[src/rtl/mclf_pkg.sv]
// Shared command codes and arithmetic constants for the LED fade ramp block.
package mclf_pkg;

  typedef enum logic [1:0] {
    CMD_SET    = 2'd0,
    CMD_TICK   = 2'd1,
    CMD_SAMPLE = 2'd2
  } cmd_e;

  localparam int unsigned SPEED_FULL = 1023;
  localparam int unsigned SPEED_GAIN = 12;
  localparam int unsigned SPEED_W    = 10;
  localparam int unsigned SUM_W      = 17;
  localparam int unsigned DEN_W      = 14;
  localparam int unsigned QUO_W      = 16;
  localparam int unsigned NUM_W      = 26;

endpackage

[src/rtl/multi_channel_led_fade_ramp.sv]
// Multi-channel LED fade ramp with potentiometer speed scaling and a bit-serial divider.
// A set command, a sample command that does not complete a group and an unused code are handled in the idle state.
// A sample that completes a group runs the divider, one quotient bit per cycle, to update the speed value.
// A tick walks every channel through ST_EVAL and ST_EMIT, plus ST_DIV for each channel that steps and reloads.
// Results leave through a one-entry register.
// Reset clears all channels, the sample sum and count and the speed value.
module multi_channel_led_fade_ramp #(
  parameter int CHANNELS           = 6,
  parameter int SAMPLES_PER_UPDATE = 20
) (
  input  logic        clk_i,
  input  logic        rst_ni,
  input  logic        in_valid_i,
  output logic        in_stall_o,
  input  logic [1:0]  command_i,
  input  logic [2:0]  lamp_index_i,
  input  logic [7:0]  level_in_i,
  input  logic [7:0]  target_in_i,
  input  logic [15:0] reload_in_i,
  input  logic [11:0] pot_sample_i,
  output logic        out_valid_o,
  input  logic        out_stall_i,
  output logic [2:0]  lamp_out_o,
  output logic [7:0]  level_out_o,
  output logic        level_changed_o,
  output logic        last_result_o
);
  import mclf_pkg::*;

  localparam int CH_W  = (CHANNELS > 1) ? $clog2(CHANNELS) : 1;
  localparam int CNT_W = (SAMPLES_PER_UPDATE > 1) ? $clog2(SAMPLES_PER_UPDATE + 1) : 1;

  typedef enum logic [2:0] {
    ST_IDLE,
    ST_EVAL,
    ST_DIV,
    ST_AVG,
    ST_EMIT
  } state_e;

  state_e state_q;

  logic [7:0]  level_q  [CHANNELS];
  logic [7:0]  target_q [CHANNELS];
  logic [15:0] cd_q     [CHANNELS];
  logic [15:0] reload_q [CHANNELS];

  logic [SUM_W-1:0]   sum_q;
  logic [CNT_W-1:0]   count_q;
  logic [SPEED_W-1:0] speed_q;
  logic [CH_W-1:0]    ch_q;
  logic               changed_q;

  logic [DEN_W-1:0] rem_q;
  logic [DEN_W-1:0] div_q;
  logic [QUO_W-1:0] quo_q;
  logic [3:0]       bit_q;

  logic             out_valid_q;
  logic [2:0]       lamp_out_q;
  logic [7:0]       level_out_q;
  logic             level_changed_q;
  logic             last_result_q;

  logic             in_accept;
  logic             out_free;
  logic [SUM_W-1:0] sum_new;
  logic [CNT_W:0]   count_new;
  logic [NUM_W-1:0] num_sample;
  logic [NUM_W-1:0] num_reload;
  logic [DEN_W-1:0] den_speed;
  logic [DEN_W:0]   trial;
  logic             trial_ge;
  logic [DEN_W:0]   trial_diff;
  logic [7:0]       cur_level;
  logic [7:0]       cur_target;
  logic [15:0]      cur_cd;
  logic             ch_last;

  assign in_stall_o = (state_q != ST_IDLE);
  assign in_accept  = in_valid_i && !in_stall_o;
  assign out_free   = !out_valid_q || !out_stall_i;

  assign sum_new    = sum_q + SUM_W'(pot_sample_i);
  assign count_new  = {1'b0, count_q} + (CNT_W + 1)'(1);
  assign num_sample = NUM_W'(sum_new);

  assign cur_level  = level_q[ch_q];
  assign cur_target = target_q[ch_q];
  assign cur_cd     = cd_q[ch_q];
  assign ch_last    = (ch_q == CH_W'(CHANNELS - 1));

  assign num_reload = NUM_W'({reload_q[ch_q], 10'b0}) - NUM_W'(reload_q[ch_q]);
  assign den_speed  = DEN_W'(SPEED_FULL) + DEN_W'(speed_q) * DEN_W'(SPEED_GAIN);

  assign trial      = {rem_q, quo_q[QUO_W-1]};
  assign trial_ge   = (trial >= {1'b0, div_q});
  assign trial_diff = trial - {1'b0, div_q};

  always_ff @(posedge clk_i or negedge rst_ni) begin
    if (!rst_ni) begin
      state_q         <= ST_IDLE;
      for (int c = 0; c < CHANNELS; c++) begin
        level_q[c]  <= '0;
        target_q[c] <= '0;
        cd_q[c]     <= '0;
        reload_q[c] <= '0;
      end
      sum_q           <= '0;
      count_q         <= '0;
      speed_q         <= '0;
      ch_q            <= '0;
      changed_q       <= 1'b0;
      rem_q           <= '0;
      div_q           <= '0;
      quo_q           <= '0;
      bit_q           <= '0;
      out_valid_q     <= 1'b0;
      lamp_out_q      <= '0;
      level_out_q     <= '0;
      level_changed_q <= 1'b0;
      last_result_q   <= 1'b0;
    end else begin
      if (out_valid_q && !out_stall_i && state_q != ST_EMIT) begin
        out_valid_q <= 1'b0;
      end
      case (state_q)
        ST_IDLE: begin
          if (in_accept) begin
            case (command_i)
              CMD_SET: begin
                for (int c = 0; c < CHANNELS; c++) begin
                  if (32'(lamp_index_i) == c) begin
                    level_q[c]  <= level_in_i;
                    target_q[c] <= target_in_i;
                    cd_q[c]     <= '0;
                    reload_q[c] <= reload_in_i;
                  end
                end
              end
              CMD_SAMPLE: begin
                if (count_new >= (CNT_W + 1)'(SAMPLES_PER_UPDATE)) begin
                  rem_q   <= DEN_W'(num_sample[NUM_W-1:QUO_W]);
                  quo_q   <= num_sample[QUO_W-1:0];
                  div_q   <= DEN_W'(4 * SAMPLES_PER_UPDATE);
                  bit_q   <= '0;
                  state_q <= ST_AVG;
                end else begin
                  sum_q   <= sum_new;
                  count_q <= count_new[CNT_W-1:0];
                end
              end
              CMD_TICK: begin
                ch_q    <= '0;
                state_q <= ST_EVAL;
              end
              default: begin
              end
            endcase
          end
        end
        ST_EVAL: begin
          if (cur_cd != '0) begin
            cd_q[ch_q] <= cur_cd - 16'd1;
            changed_q  <= 1'b0;
            state_q    <= ST_EMIT;
          end else if (cur_level != cur_target) begin
            level_q[ch_q] <= (cur_level > cur_target) ? cur_level - 8'd1 : cur_level + 8'd1;
            changed_q     <= 1'b1;
            rem_q         <= DEN_W'(num_reload[NUM_W-1:QUO_W]);
            quo_q         <= num_reload[QUO_W-1:0];
            div_q         <= den_speed;
            bit_q         <= '0;
            state_q       <= ST_DIV;
          end else begin
            changed_q <= 1'b0;
            state_q   <= ST_EMIT;
          end
        end
        ST_DIV, ST_AVG: begin
          rem_q <= trial_ge ? trial_diff[DEN_W-1:0] : trial[DEN_W-1:0];
          quo_q <= {quo_q[QUO_W-2:0], trial_ge};
          bit_q <= bit_q + 4'd1;
          if (bit_q == 4'd15) begin
            if (state_q == ST_DIV) begin
              cd_q[ch_q] <= {quo_q[QUO_W-2:0], trial_ge};
              state_q    <= ST_EMIT;
            end else begin
              speed_q <= {quo_q[SPEED_W-2:0], trial_ge};
              sum_q   <= '0;
              count_q <= '0;
              state_q <= ST_IDLE;
            end
          end
        end
        ST_EMIT: begin
          if (out_free) begin
            out_valid_q     <= 1'b1;
            lamp_out_q      <= 3'(ch_q);
            level_out_q     <= cur_level;
            level_changed_q <= changed_q;
            last_result_q   <= ch_last;
            if (ch_last) begin
              state_q <= ST_IDLE;
            end else begin
              ch_q    <= ch_q + CH_W'(1);
              state_q <= ST_EVAL;
            end
          end
        end
        default: begin
          state_q <= ST_IDLE;
        end
      endcase
    end
  end

  assign out_valid_o     = out_valid_q;
  assign lamp_out_o      = lamp_out_q;
  assign level_out_o     = level_out_q;
  assign level_changed_o = level_changed_q;
  assign last_result_o   = last_result_q;

  // The partial remainder always stays below the divisor while a division runs.
  a_rem_below_div: assert property (@(posedge clk_i) disable iff (!rst_ni)
    (state_q == ST_DIV || state_q == ST_AVG) |-> (rem_q < div_q))
    else $error("divider remainder reached the divisor");

  a_tick_starts_walk: assert property (@(posedge clk_i) disable iff (!rst_ni)
    (in_accept && command_i == CMD_TICK) |=> (state_q == ST_EVAL && ch_q == '0))
    else $error("tick did not start at the first channel");

  a_step_reloads: assert property (@(posedge clk_i) disable iff (!rst_ni)
    (state_q == ST_EVAL && cur_cd == '0 && cur_level != cur_target) |=>
      (state_q == ST_DIV && changed_q))
    else $error("level step did not start a reload division");

  a_last_channel: assert property (@(posedge clk_i) disable iff (!rst_ni)
    (state_q == ST_EMIT && out_free && ch_last) |=>
      (out_valid_q && last_result_q && state_q == ST_IDLE))
    else $error("final channel transfer not flagged");

endmodule

[config.mk]
export PLATFORM = sky130hd
export DESIGN_NAME = multi_channel_led_fade_ramp
export DESIGN_NICKNAME = d
export VERILOG_FILES = /design/src/rtl/mclf_pkg.sv /design/src/rtl/multi_channel_led_fade_ramp.sv
export SDC_FILE = /design/constraint.sdc
export NUM_CORES = 1
export LEC_CHECK = 0
export BUFFER_PORTS_ARGS = -buffer_cell sky130_fd_sc_hd__buf_4
export CORE_ASPECT_RATIO = 0.9
export CORE_MARGIN = 4
export CORE_UTILIZATION = 35
export DETAILED_ROUTE_END_ITERATION = 8
export SLEW_MARGIN = 30
export SYNTH_ARGS = -nofsm -noshare
export SYNTH_HDL_FRONTEND = slang
export SYNTH_SLANG_ARGS = --single-unit
export TNS_END_PERCENT = 30
[constraint.sdc]
create_clock -name clk_i -period 6.5 [get_ports clk_i]
set_clock_uncertainty 0.15 [all_clocks]
set_input_delay 1.95 -clock clk_i [delete_from_list [all_inputs] [get_ports clk_i]]
set_output_delay 1.95 -clock clk_i [all_outputs]
set_load 0.02 [all_outputs]
==> results of run 1 <==
layout make-up:
cell class / count / area share (%)
Sequential cell: 388 / 39.9
Multi-Input combinational cell: 1494 / 46.1
Clock buffer: 58 / 4.89
Timing Repair Buffer: 112 / 3.64
Inverter: 49 / 0.755
Clock inverter: 15 / 0.663
Tap cell: 792 / 4.07
Antenna cell: 1 / 0.0103
critical path, cell delays in order, from the launching register on:
cell and delay (ns):
dfrtp_2 0.67, and3b_1 0.48, buf_4 0.28, a22oi_1 0.18, nand2_1 0.07, a221oi_1 0.34, ha_1 0.25, o21a_1 0.13
o311a_1 0.18, o21ai_0 0.12, a21boi_0 0.79, ha_1 0.39, a21oi_1 0.19, o211ai_1 0.17, o41ai_1 0.48, nor3_1 0.17
or2_1 0.32, a222oi_1 0.34
through the flow:
stage          total power [uW]  util, %  instances
2_1_floorplan              9170        -       2042
3_3_place_gp              11300     37.6       2835
3_5_place_dp              11500     37.6       2835
4_1_cts                   13900     39.8       2908
5_1_grt                   14900     39.8       2909
6_report                  14000     39.8       2909
sequential cells by signal, indices dropped and copies added, names as in the netlist, 3 cells and up:
register / count
target_q: 48
speed_q: 10
rem_q: 14
bit_q: 4
ch_q: 3
count_q: 5
level_out_o: 8
div_q: 13
state_q: 3
lamp_out_o: 3
cd_q: 96
sum_q: 17
quo_q: 16
reload_q: 96
level_q: 48
placed cells by master (no fill, tap or decap), types with 47 or more instances in the layout:
master and n:
ha_1 65, a22oi_1 47, inv_1 49, a22o_1 91, a21oi_1 79, mux2_2 219
o21ai_0 128, nand2_1 190, buf_4 108, mux2i_1 58, dfrtp_1 385, nor2_1 81
worst paths after layout:
path	end	slack, ns	start
max in group asynchronous	reload_q[10]	3.76	rst_ni
min in group asynchronous	sum_q[6]	1.27	rst_ni
min reg2reg	level_out_o[4]	0.34	level_out_o[4]
max	level_q[23]	0.63	ch_q[1]
max reg2reg	level_q[23]	0.63	ch_q[1]
min	level_out_o[4]	0.34	level_out_o[4]
power by group:
part | switching [uW] | internal, uW | leakage, uW
logic | 4900 | 2980 | 0.00514
clock network | 1020 | 1370 | 0.000657
registers | 564 | 3170 | 0.00506
total | 6480 | 7520 | 0.0109
routing by layer:
metal  wire length [microns]  vias to the layer above  share of wire, %  GRT usage [%]
li1                        -                     7685                 -              -
met1                   29400                     8560                45           26.8
met2                   28700                      586                44           30.0
met3                    5250                      114               8.1           5.38
met4                    1870                        0               2.9           6.14
met5                       0                        -                 0              0
cell families after synthesis:
kind of cell	after synthesis	synth area share, %
adders and majority gates	69	4.15
muxes	284	14.8
buffers and inverters	160	3.17
AOI/OAI and AO/OA	564	18.4
DFF	388	45.1
and+or+nand+nor	509	11.6
xor gates and xnor gates	68	2.76
==> results.md, run 1 <==
Floorplan:
- The number of placed I/O pins is slightly below 70.
- The core region area is 61,100 sq um.
- Once the floorplan was initialized, standard cells occupied a little over a third of the core.
- In this run the core area contains between 80 and 90 standard-cell rows.
- The die outline area is about 66,000 sq um.
- The die outline width is ~270 microns.
- The die is about 240 microns tall.

Logic synthesis:
- A synthesized cell averages around 11 sq um.
- The net count of the mapped netlist is roughly 2,200.
- The biggest area contributor in the post-synthesis netlist is dfrtp_1.
- After synthesis, the cell types taking the most area are dfrtp_1 45%, mux2_2 11%, ha_1 3.8%, a22o_1 3.7%, nand2_1 3.3%.
- After synthesis the netlist holds a flip-flop and latch count of roughly 390.
- The count of mapped cells out of synthesis is roughly 2,000.
- The fraction of post-synthesis cell area in the top cell type by area is approximately 45%.
- The most common cell in the netlist is dfrtp_1.
- The sequential share of the synthesized area is ~45%.
- After synthesis, the most frequently instantiated cells are 388 x dfrtp_1, 219 x mux2_2, 190 x nand2_1.
- The number of enable flip-flop cells after synthesis is 0.
- The Yosys step of the flow raised 0 warnings.
- The post-synth design cell area is ~22,000 sq um.
- The count of distinct cell types in the synthesized netlist is 84.
- The fraction of synthesis flops using an asynchronous set or reset pin is 100%.
- The most frequently used flop master after synthesis is dfrtp_1.

Clock network:
- The cell sitting at the root of the clock tree is a clkbuf_16.
- In this run, post-CTS repair resized a total of 0 instances.
- Clock tree synthesis inserted a total of 41 buffers.
- The number of buffers added for setup after CTS is 0.
- The H-tree level count is 2.
- Clock tree synthesis found a total of a little under 400 sinks.
- The maximum clock insertion buffer count is 3.
- After clock tree synthesis, the flow added hold-fix buffers numbering 0.
- The clock slew seen by the registers of the worst setup and hold paths is 0.07 ns.
- The clock tree from TritonCTS is done.
- The clock network latency to the later pin of the worst-skew pair is 0.58 ns.

Place:
- Once placement finished, the instance area stood at about 23,000 sq um.
- Before CTS, the worst setup slack after placement is 0.908 ns.
- The count of buffers from port buffering is between 60 and 70.
- Routability-driven placement finished with a final weighted congestion of 0.911.
- The placed wire-length estimate is ~45 mm.

Final layout:
- The summed area of non-filler cells in the final layout is between 20,000 and 25,000 sq um.
- The sequential cell area is 9720 sq um.
- The number of inserted filler cells in the final layout is ~5,900.
- After the last flow step, the layout net total stands at about 2,200.
- The post-synthesis to final-layout area growth is 13.1%.
- In the final layout, the share of cells above drive strength 1 is between 20% and 30%.
- The area of the multi-input gates is ~11,000 sq um.

Global routing:
- The number of global-route vias before repair is around 17,000.
- Entering global routing, the biggest net connects 118 pins.
- The global-route wire length before repair is ~100 mm.
- Global routing consumed, over all layers together, between 10% and 20% of the routing resources.
- The initial antenna violation count is 1.
- Summed over all layers, the global routing overflow is 0.

Critical path:
- STA puts the critical path data required time at between 6 and 7 ns.
- The largest fanout on the critical path is 24.
- The type of element capturing the critical path is a register.
- The worst register-to-register path has a depth of 17.
- The type of origin of the critical path is a register.
- The worst path arrival time is ~6 ns.
- The critical path class is reg2reg.

Timing:
- The post-layout worst setup margin is roughly 0.63 ns.
- The setup violation total in the final timing report is 0.
- The worst hold margin is about 0.34 ns.
- Setup repair after global routing left no endpoint under its margin.
- The minimum period implied by the final worst setup slack is between 5 and 6 ns.
- The highest clock rate is between 0.15 and 0.2 GHz.
- After layout, the worst path uses roughly nine tenths of the clock period.
- The number of hold-slack violations in the final timing report is 0.
- For the pin with the worst max-slew slack, the measured transition is slightly above 1 ns.
- The relative slew slack is 32.4%.
- For the final routed database, the setup TNS stands at 0 ns.
- The final-report max-slew violation count was 0.

Pwr:
- The power density normalized to cell area is approximately 570 nW/um^2.
- In this run the static leakage power is around 0.011 uW.
- The worst ir drop on vdd is 0.507 mV.

Worst hold path:
- The worst hold path class is reg2reg.
- The worst hold path passes through 2 cells.

Routing:
- The number of optimization iterations in the first detailed-route pass is 5.
- The number of DRC violations after detailed routing is 0.
- The total length of routed wires is around 65 mm.
- In this run the remaining antenna-violating nets after routing total 0.
- Across all layers, the routed design uses 16,900 vias.
- The ratio of routed vias to standard cells is between 5 and 6.
- The number of DRC markers in iteration 0 is approximately 1,500.
- The average routed wire per standard cell is approximately 22 microns.

Run:
- Across the run, the number of max-cap violations was 0.

Run status:
- The flow ran to the end, and the final reports show no timing, DRC or antenna violations.
Note: power is estimated with default switching activity, not from simulation.
==> inputs of run 2 (changes only) <==
--- a/config.mk
+++ b/config.mk
@@ -8,8 +8,9 @@
 export BUFFER_PORTS_ARGS = -buffer_cell sky130_fd_sc_hd__buf_4
 export CORE_ASPECT_RATIO = 0.9
 export CORE_MARGIN = 4
-export CORE_UTILIZATION = 35
+export CORE_UTILIZATION = 25
 export DETAILED_ROUTE_END_ITERATION = 8
+export SKIP_LAST_GASP = 1
 export SLEW_MARGIN = 30
 export SYNTH_ARGS = -nofsm -noshare
 export SYNTH_HDL_FRONTEND = slang
==> run 2 against run 1 <==
First-iteration DRC count up 0.98%. Maximum frequency up 0.54%. Total power up 0.61%. Count of clock-buffer cells in the layout up 2. Critical path depth up 1. Cell count up 12%. Flip-flop and latch count unchanged. Largest cell class unchanged.
==> results.md, run 2 (same netlist as run 1, synthesis figures left out) <==
Run status:
- Outcome: completed (unchanged).

Final layout:
- The most common library cell in the layout ignoring fill and taps was dfrtp_1 (unchanged).
- Highest-count cells in the layout ignoring fill and taps: 385 x dfrtp_1, 219 x mux2_2, 190 x nand2_1 (unchanged).
- The number of nets in the layout is 2,212 (was 2,208).
- The fraction of final layout cells sized beyond drive strength 1 came to 21.6% (was 21.5%).
- The share of the core filled with cells is 29.3% (was 39.8%).
- The number of inserted filler cells in the final layout was 8,831 (was 5,919).
- The post-synthesis to final-layout area growth is 15.7% (was 13.1%).
- Leading registers by flop count: cd_q x96, reload_q x96 (unchanged).

Pwr:
- The total net switching power was 6410 uW (was 6480 uW).
- The power density normalized to cell area is 565 nW/um^2 (was 575 nW/um^2).
- The part of the power in the clock network is 18.4% (was 17.1%).
- The internal portion of total power is 7680 uW (was 7520 uW).
- The switching power share of the total is 45.5% (was 46.3%).
- The share of power burned in registers was 26.2% (was 26.7%).
- The worst ir drop on vdd is 0.347 mV (was 0.507 mV).
- The static power due to leakage is 0.0109 uW (about the same).
- The combinational power share came to 55.4% (was 56.2%).

Clock network:
- The number of instances resized during post-cts repair is 0 (unchanged).
- The hold buffer count at cts is 0 (unchanged).
- The number of buffers added for setup after CTS is 0 (unchanged).
- The count of clock tree sinks is 388 (unchanged).
- The maximum clock insertion buffer count came to 3 (unchanged).
- The clock slew seen by the registers of the worst setup and hold paths is 0.06 ns (was 0.07 ns).
- The clock network latency to the later pin of the worst-skew pair is 0.58 ns (about the same).
- The clock tree root buffer cell is clkbuf_16 (unchanged).
- The H-tree level count is 2 (unchanged).
- The CTS buffer count is 44 (was 41).
- The clock tree from TritonCTS was done (unchanged).

Critical path:
- The highest cell delay on the worst timing path is 0.75 ns (was 0.79 ns).
- The critical path class is reg2reg (unchanged).
- The required time of the worst setup path came to 6.80 ns (was 6.79 ns).
- The most numerous cell on the critical path is o21ai_0 (was ha_1).
- The largest fanout on the critical path is 41 (was 24).
- The type of origin of the critical path was a register (unchanged).
- The worst-path cell with the longest stage delay is a21boi_0 (unchanged).
- The type of element capturing the critical path was a register (unchanged).
- Sequence of cells on the critical path: nor3b_2 > buf_4 > a22oi_1 > o21ai_0 > ha_1 > o21ai_0 > a21oi_1 > o311a_1 > o21ai_0 > a21boi_0 > ha_1 > a21o_1 > a21oi_1 > o21bai_1 > a21oi_1 > xor2_1 > o21ai_0 > mux2_2 (was and3b_1 > buf_4 > a22oi_1 > nand2_1 > a221oi_1 > ha_1 > o21a_1 > o311a_1 > o21ai_0 > a21boi_0 > ha_1 > a21oi_1 > o211ai_1 > o41ai_1 > nor3_1 > or2_1 > a222oi_1).
- The worst path arrival time is 6.14 ns (was 6.16 ns).

Floorplan:
- The die height came to 286 microns (was 243 microns).
- The core region area is 84,900 sq um (was 61,100 sq um).
- The die outline width is 317 microns (was 270 microns).
- The row count is 101 (was 86).
- The die outline area is 90,900 sq um (was 65,600 sq um).
- The starting density of the core was 25.4% (was 35.2%).
- The number of placed I/O pins is 68 (unchanged).

Place:
- The count of buffers from port buffering is 67 (unchanged).
- The weighted congestion reported at the end of routability-driven placement was 0.889 (was 0.911).
- The placed wire-length estimate is 45.5 mm (was 44.7 mm).

Timing:
- The final-report max-slew violation count came to 0 (unchanged).
- The final setup TNS is 0 ns (unchanged).
- The number of hold-slack violations in the final timing report is 0 (unchanged).
- RSZ-0062 raised after global routing: false (unchanged).
- The share of the cycle needed by the critical path after routing is 89.8% (was 90.2%).
- The highest clock rate is 0.171 GHz (was 0.170 GHz).
- The transition time of the tightest slew-check pin came to 0.956 ns (was 1.01 ns).
- The relative slew slack is 36.2% (was 32.4%).
- The minimum period implied by the final worst setup slack was 5.83 ns (was 5.87 ns).
- The setup violation total in the final timing report is 0 (unchanged).

Worst hold path:
- The worst hold path class is reg2reg (unchanged).

Global routing:
- The total congestion overflow after global routing is 0 (unchanged).
- The number of global-route vias before repair was 16,300 (was 17,200).
- The total global-route track usage is 14.2% (was 19.5%).
- The global-route wire length before repair was 102 mm (about the same).
- The pin count of the biggest net entering global routing is 115 (was 118).
- The initial antenna violation count is 2 (was 1).

Routing:
- The number of DRC markers in iteration 0 is 1,545 (was 1,530).
- The number of optimization iterations in the first detailed-route pass is 5 (unchanged).
- The total number of vias came to 16,700 (was 16,900).
- The number of DRC violations after detailed routing is 0 (unchanged).
- The ratio of routed vias to standard cells is 5.13 (was 5.83).
- The total length of routed wires is 66.3 mm (was 65.2 mm).
- The count of antenna-violating nets left after detailed routing is 0 (unchanged).
- The average routed wire per standard cell is 20.4 microns (was 22.4 microns).

Run:
- The max-capacitance violation count is 0 (unchanged).
## run 2: cell count changes in the layout (fill, tap and decap cells not counted), sizes merged
cell	before	now
buf	112	113
bufinv	2	4
clkbuf	58	60
inv	50	51
## run 2: metal layers
metal,up-vias,global-route usage [%],wire length (microns)
met5,-,0,13
met4,2,4.06,1610
met3,96,4.12,5950
met2,581,21.2,28500
met1,8325,19.9,30300
li1,7707,-,-
## run 2: path summary, 6_finish.rpt
| kind | from | to | slack [ns] | depth (start not counted) |
|---|---|---|---|---|
| worst min-delay path | level_out_o[4] | level_out_o[4] | 0.33 | 2 |
| worst max-delay path | ch_q[2] | level_q[6] | 0.67 | 18 |
| min in group asynchronous | rst_ni | sum_q[6] | 1.17 | 1 |
| max in group asynchronous | rst_ni | ch_q[0] | 3.91 | 2 |
| worst min register to register | level_out_o[4] | level_out_o[4] | 0.33 | 2 |
| worst max register to register | ch_q[2] | level_q[6] | 0.67 | 18 |
## run 2: final cells by class
cell class | count | area (sq um) | share of cell area, %
Antenna cell | 1 | 2.50 | 0.0100
Clock buffer | 60 | 1270 | 5.11
Clock inverter | 18 | 219 | 0.879
Inverter | 49 | 184 | 0.738
Multi-Input combinational cell | 1494 | 11200 | 45.0
Sequential cell | 388 | 9720 | 39.0
Tap cell | 1133 | 1420 | 5.69
Timing Repair Buffer | 113 | 893 | 3.59
## run 2: metrics by stage
step	cells	hold slack, ns	power, uW	area [sq um]	worst slack (ns)
2_1_floorplan	2042	0.289	9170	21500	1.01
3_3_place_gp	3177	0.315	11300	23400	0.828
3_5_place_dp	3177	0.320	11400	23400	0.765
4_1_cts	3255	0.335	14000	24900	0.721
5_1_grt	3255	0.354	15100	24900	0.301
6_report	3256	0.327	14100	24900	0.666
## run 2: worst max-delay path, delay by kind of cell, from the launching register on
kind	cells	cell delay, ns
buffers and inverters	1	0.29
and+or+nand+nor	1	0.70
adders and majority gates	2	0.66
AOI/OAI and AO/OA	12	2.54
xor gates and xnor gates	1	0.36
DFF	1	0.70
muxes	1	0.27
## run 2: power groups by stage
stage | sequential (uW) | clock [uW] | combinational, uW
after detailed placement | 3710 | 0 | 7670
after global placement | 3720 | 0 | 7620
final | 3690 | 2590 | 7810
after floorplan | 3550 | 0 | 5610
after CTS | 3680 | 2640 | 7700
after global routing | 3780 | 2740 | 8540
==> inputs of run 3 (changes only) <==
--- a/config.mk
+++ b/config.mk
@@ -6,8 +6,7 @@
 export NUM_CORES = 1
 export LEC_CHECK = 0
 export BUFFER_PORTS_ARGS = -buffer_cell sky130_fd_sc_hd__buf_4
-export CORE_ASPECT_RATIO = 0.9
-export CORE_MARGIN = 4
+export CORE_ASPECT_RATIO = 0.75
 export CORE_UTILIZATION = 25
 export DETAILED_ROUTE_END_ITERATION = 8
 export SKIP_LAST_GASP = 1
==> run 3 against run 2 <==
Cell count unchanged. Setup slack better by 0.19 ns. Via count up 0.44%. Sequential share of layout area up 0.10 points. Global-route usage up 0.93 points. Critical endpoint is now level_q[22]. Highest routed layer unchanged.
==> results.md, run 3 (same netlist as run 1, synthesis figures left out) <==
Run:
- The max-capacitance violation count is 0 (unchanged).

Critical path:
- The type of origin of the critical path is a register (unchanged).
- The largest fanout on the critical path is 24 (was 41).
- The worst path arrival time is 5.96 ns (was 6.14 ns).
- The highest cell delay on the worst timing path is 0.86 ns (was 0.75 ns).
- The total buffers and inverters traversed by the critical path is 0 (was 1).
- The worst-path cell with the longest stage delay is and3b_1 (was a21boi_0).
- Sequence of cells on the critical path: and3b_1 > a22oi_1 > nand3_1 > ha_1 > o21ai_0 > a21oi_1 > o311a_1 > o21ai_0 > a21boi_0 > fa_1 > a21o_1 > a21oi_1 > o21bai_1 > a21oi_1 > xor2_1 > o21ai_0 > mux2_2 (was nor3b_2 > buf_4 > a22oi_1 > o21ai_0 > ha_1 > o21ai_0 > a21oi_1 > o311a_1 > o21ai_0 > a21boi_0 > ha_1 > a21o_1 > a21oi_1 > o21bai_1 > a21oi_1 > xor2_1 > o21ai_0 > mux2_2).
- The type of element capturing the critical path is a register (unchanged).
- The critical path class is reg2reg (unchanged).
- The internal reg-to-reg setup slack is 0.86 ns (was 0.67 ns).
- The required time of the worst setup path is 6.82 ns (was 6.80 ns).
- The family with the most delay on the worst path is compound AO/OA/AOI/OAI gates (unchanged).

Clock network:
- The clock tree from TritonCTS is done (unchanged).
- The count of clock tree sinks is 388 (unchanged).
- The number of instances resized during post-cts repair is 0 (unchanged).
- The clock tree root buffer cell was clkbuf_16 (unchanged).
- The maximum clock insertion buffer count is 3 (unchanged).
- The clock network latency to the later pin of the worst-skew pair is 0.58 ns (about the same).
- The hold buffer count at cts is 0 (unchanged).
- The CTS buffer count was 40 (was 44).
- The clock slew seen by the registers of the worst setup and hold paths is 0.06 ns (about the same).
- The H-tree level count is 2 (unchanged).
- The number of buffers added for setup after CTS is 0 (unchanged).

Global routing:
- The initial antenna violation count is 6 (was 2).
- The total congestion overflow after global routing is 0 (unchanged).
- The pin count of the biggest net entering global routing was 101 (was 115).
- The total global-route track usage is 15.1% (was 14.2%).
- The global-route wire length before repair was 103 mm (was 102 mm).
- The number of global-route vias before repair is 16,100 (was 16,300).

Timing:
- The share of the cycle needed by the critical path after routing is 86.8% (was 89.8%).
- The worst hold margin came to 0.324 ns (was 0.327 ns).
- The final setup TNS was 0 ns (unchanged).
- RSZ-0062 raised after global routing: false (unchanged).
- The number of hold-slack violations in the final timing report was 0 (unchanged).
- The setup violation total in the final timing report is 0 (unchanged).
- The minimum period implied by the final worst setup slack came to 5.64 ns (was 5.83 ns).
- The relative slew slack is 26.4% (was 36.2%).
- The final-report max-slew violation count is 0 (unchanged).
- The transition time of the tightest slew-check pin is 1.10 ns (was 0.956 ns).
- The highest clock rate is 0.177 GHz (was 0.171 GHz).

Final layout:
- The post-synthesis to final-layout area growth came to 15.4% (was 15.7%).
- Highest-count cells in the layout ignoring fill and taps: 385 x dfrtp_1, 219 x mux2_2, 190 x nand2_1 (unchanged).
- The number of inserted filler cells in the final layout is 8,823 (was 8,831).
- The most common library cell in the layout ignoring fill and taps is dfrtp_1 (unchanged).
- Leading registers by flop count: cd_q x96, reload_q x96 (unchanged).
- The fraction of final layout cells sized beyond drive strength 1 is 21.5% (was 21.6%).
- The share of the core filled with cells is 29.3% (about the same).
- The summed area of non-filler cells in the final layout is 24,900 sq um (about the same).
- The number of nets in the layout is 2,222 (was 2,212).

Floorplan:
- The die outline area was 87,400 sq um (was 90,900 sq um).
- The die height is 256 microns (was 286 microns).
- The row count is 92 (was 101).
- The core region area is 84,700 sq um (was 84,900 sq um).
- The die outline width is 341 microns (was 317 microns).
- The starting density of the core is 25.4% (about the same).
- The number of placed I/O pins is 68 (unchanged).

Worst hold path:
- The worst hold path class was reg2reg (unchanged).

Routing:
- The number of optimization iterations in the first detailed-route pass is 7 (was 5).
- The total number of vias is 16,800 (was 16,700).
- The number of DRC markers in iteration 0 is 1,522 (was 1,545).
- The ratio of routed vias to standard cells is 5.16 (was 5.13).
- The total length of routed wires is 66.8 mm (was 66.3 mm).
- The average routed wire per standard cell was 20.5 microns (was 20.4 microns).
- The count of antenna-violating nets left after detailed routing is 0 (unchanged).
- The number of DRC violations after detailed routing is 0 (unchanged).

Pwr:
- The static power due to leakage was 0.0109 uW (about the same).
- The worst ir drop on vdd is 0.422 mV (was 0.347 mV).
- The power density normalized to cell area is 563 nW/um^2 (was 565 nW/um^2).
- The total power came to 14,000 uW (was 14,100 uW).

Place:
- The weighted congestion reported at the end of routability-driven placement is 0.889 (about the same).
- The count of buffers from port buffering is 67 (unchanged).
- The post-place instance area is 23,500 sq um (was 23,400 sq um).
- The placed wire-length estimate is 46.8 mm (was 45.5 mm).

Run status:
- Outcome: completed (unchanged).
[run 3: cell type report]
class	count	area, sq um	share of cell area, %
multi-input cells	1494	11200	45.1
flip-flops and latches	388	9720	39.1
well taps	1128	1410	5.68
clock buffers	59	1160	4.68
repair buffers	127	998	4.02
inverters	49	184	0.740
clock inverters	9	160	0.644
diodes	2	5.00	0.0201
[run 3: final timing paths]
path,to,startpoint,depth (start not counted)
min,level_changed_o,changed_q,2
max,level_q[22],ch_q[1],17
min in group asynchronous,sum_q[4],rst_ni,1
min reg2reg,level_changed_o,changed_q,2
max in group asynchronous,target_q[12],rst_ni,2
max reg2reg,level_q[22],ch_q[1],17
[run 3: metal layers]
layer	vias up	share of wire (%)	track usage (%)
met5	-	0.031	0
met4	4	1.2	2.19
met3	75	11	5.47
met2	612	38	19.9
met1	8396	49	23.3
li1	7698	-	-
[run 3: metrics by stage]
stage / instances / setup WS [ns]
3_5_place_dp: 3186 / 0.901
4_1_cts: 3254 / 0.858
5_1_grt: 3254 / 0.413
2_1_floorplan: 2042 / 1.01
6_report: 3256 / 0.858
3_3_place_gp: 3186 / 0.948
[run 3: worst register-to-register path, stage by stage, from the launching register on]
cell and delay (ns):
dfrtp_2 0.68, and3b_1 0.87, a22oi_1 0.21, nand3_1 0.19
ha_1 0.26, o21ai_0 0.15, a21oi_1 0.06, o311a_1 0.30
o21ai_0 0.24, a21boi_0 0.36, fa_1 0.53, a21o_1 0.18
a21oi_1 0.23, o21bai_1 0.10, a21oi_1 0.17, xor2_1 0.42
o21ai_0 0.17, mux2_2 0.28
[run 3: report_power, final]
part           total [uW]  switching (uW)  internal [uW]
logic                7880            4860           3020
registers            3730             560           3170
clock network        2390            1030           1360
total               14000            6450           7550
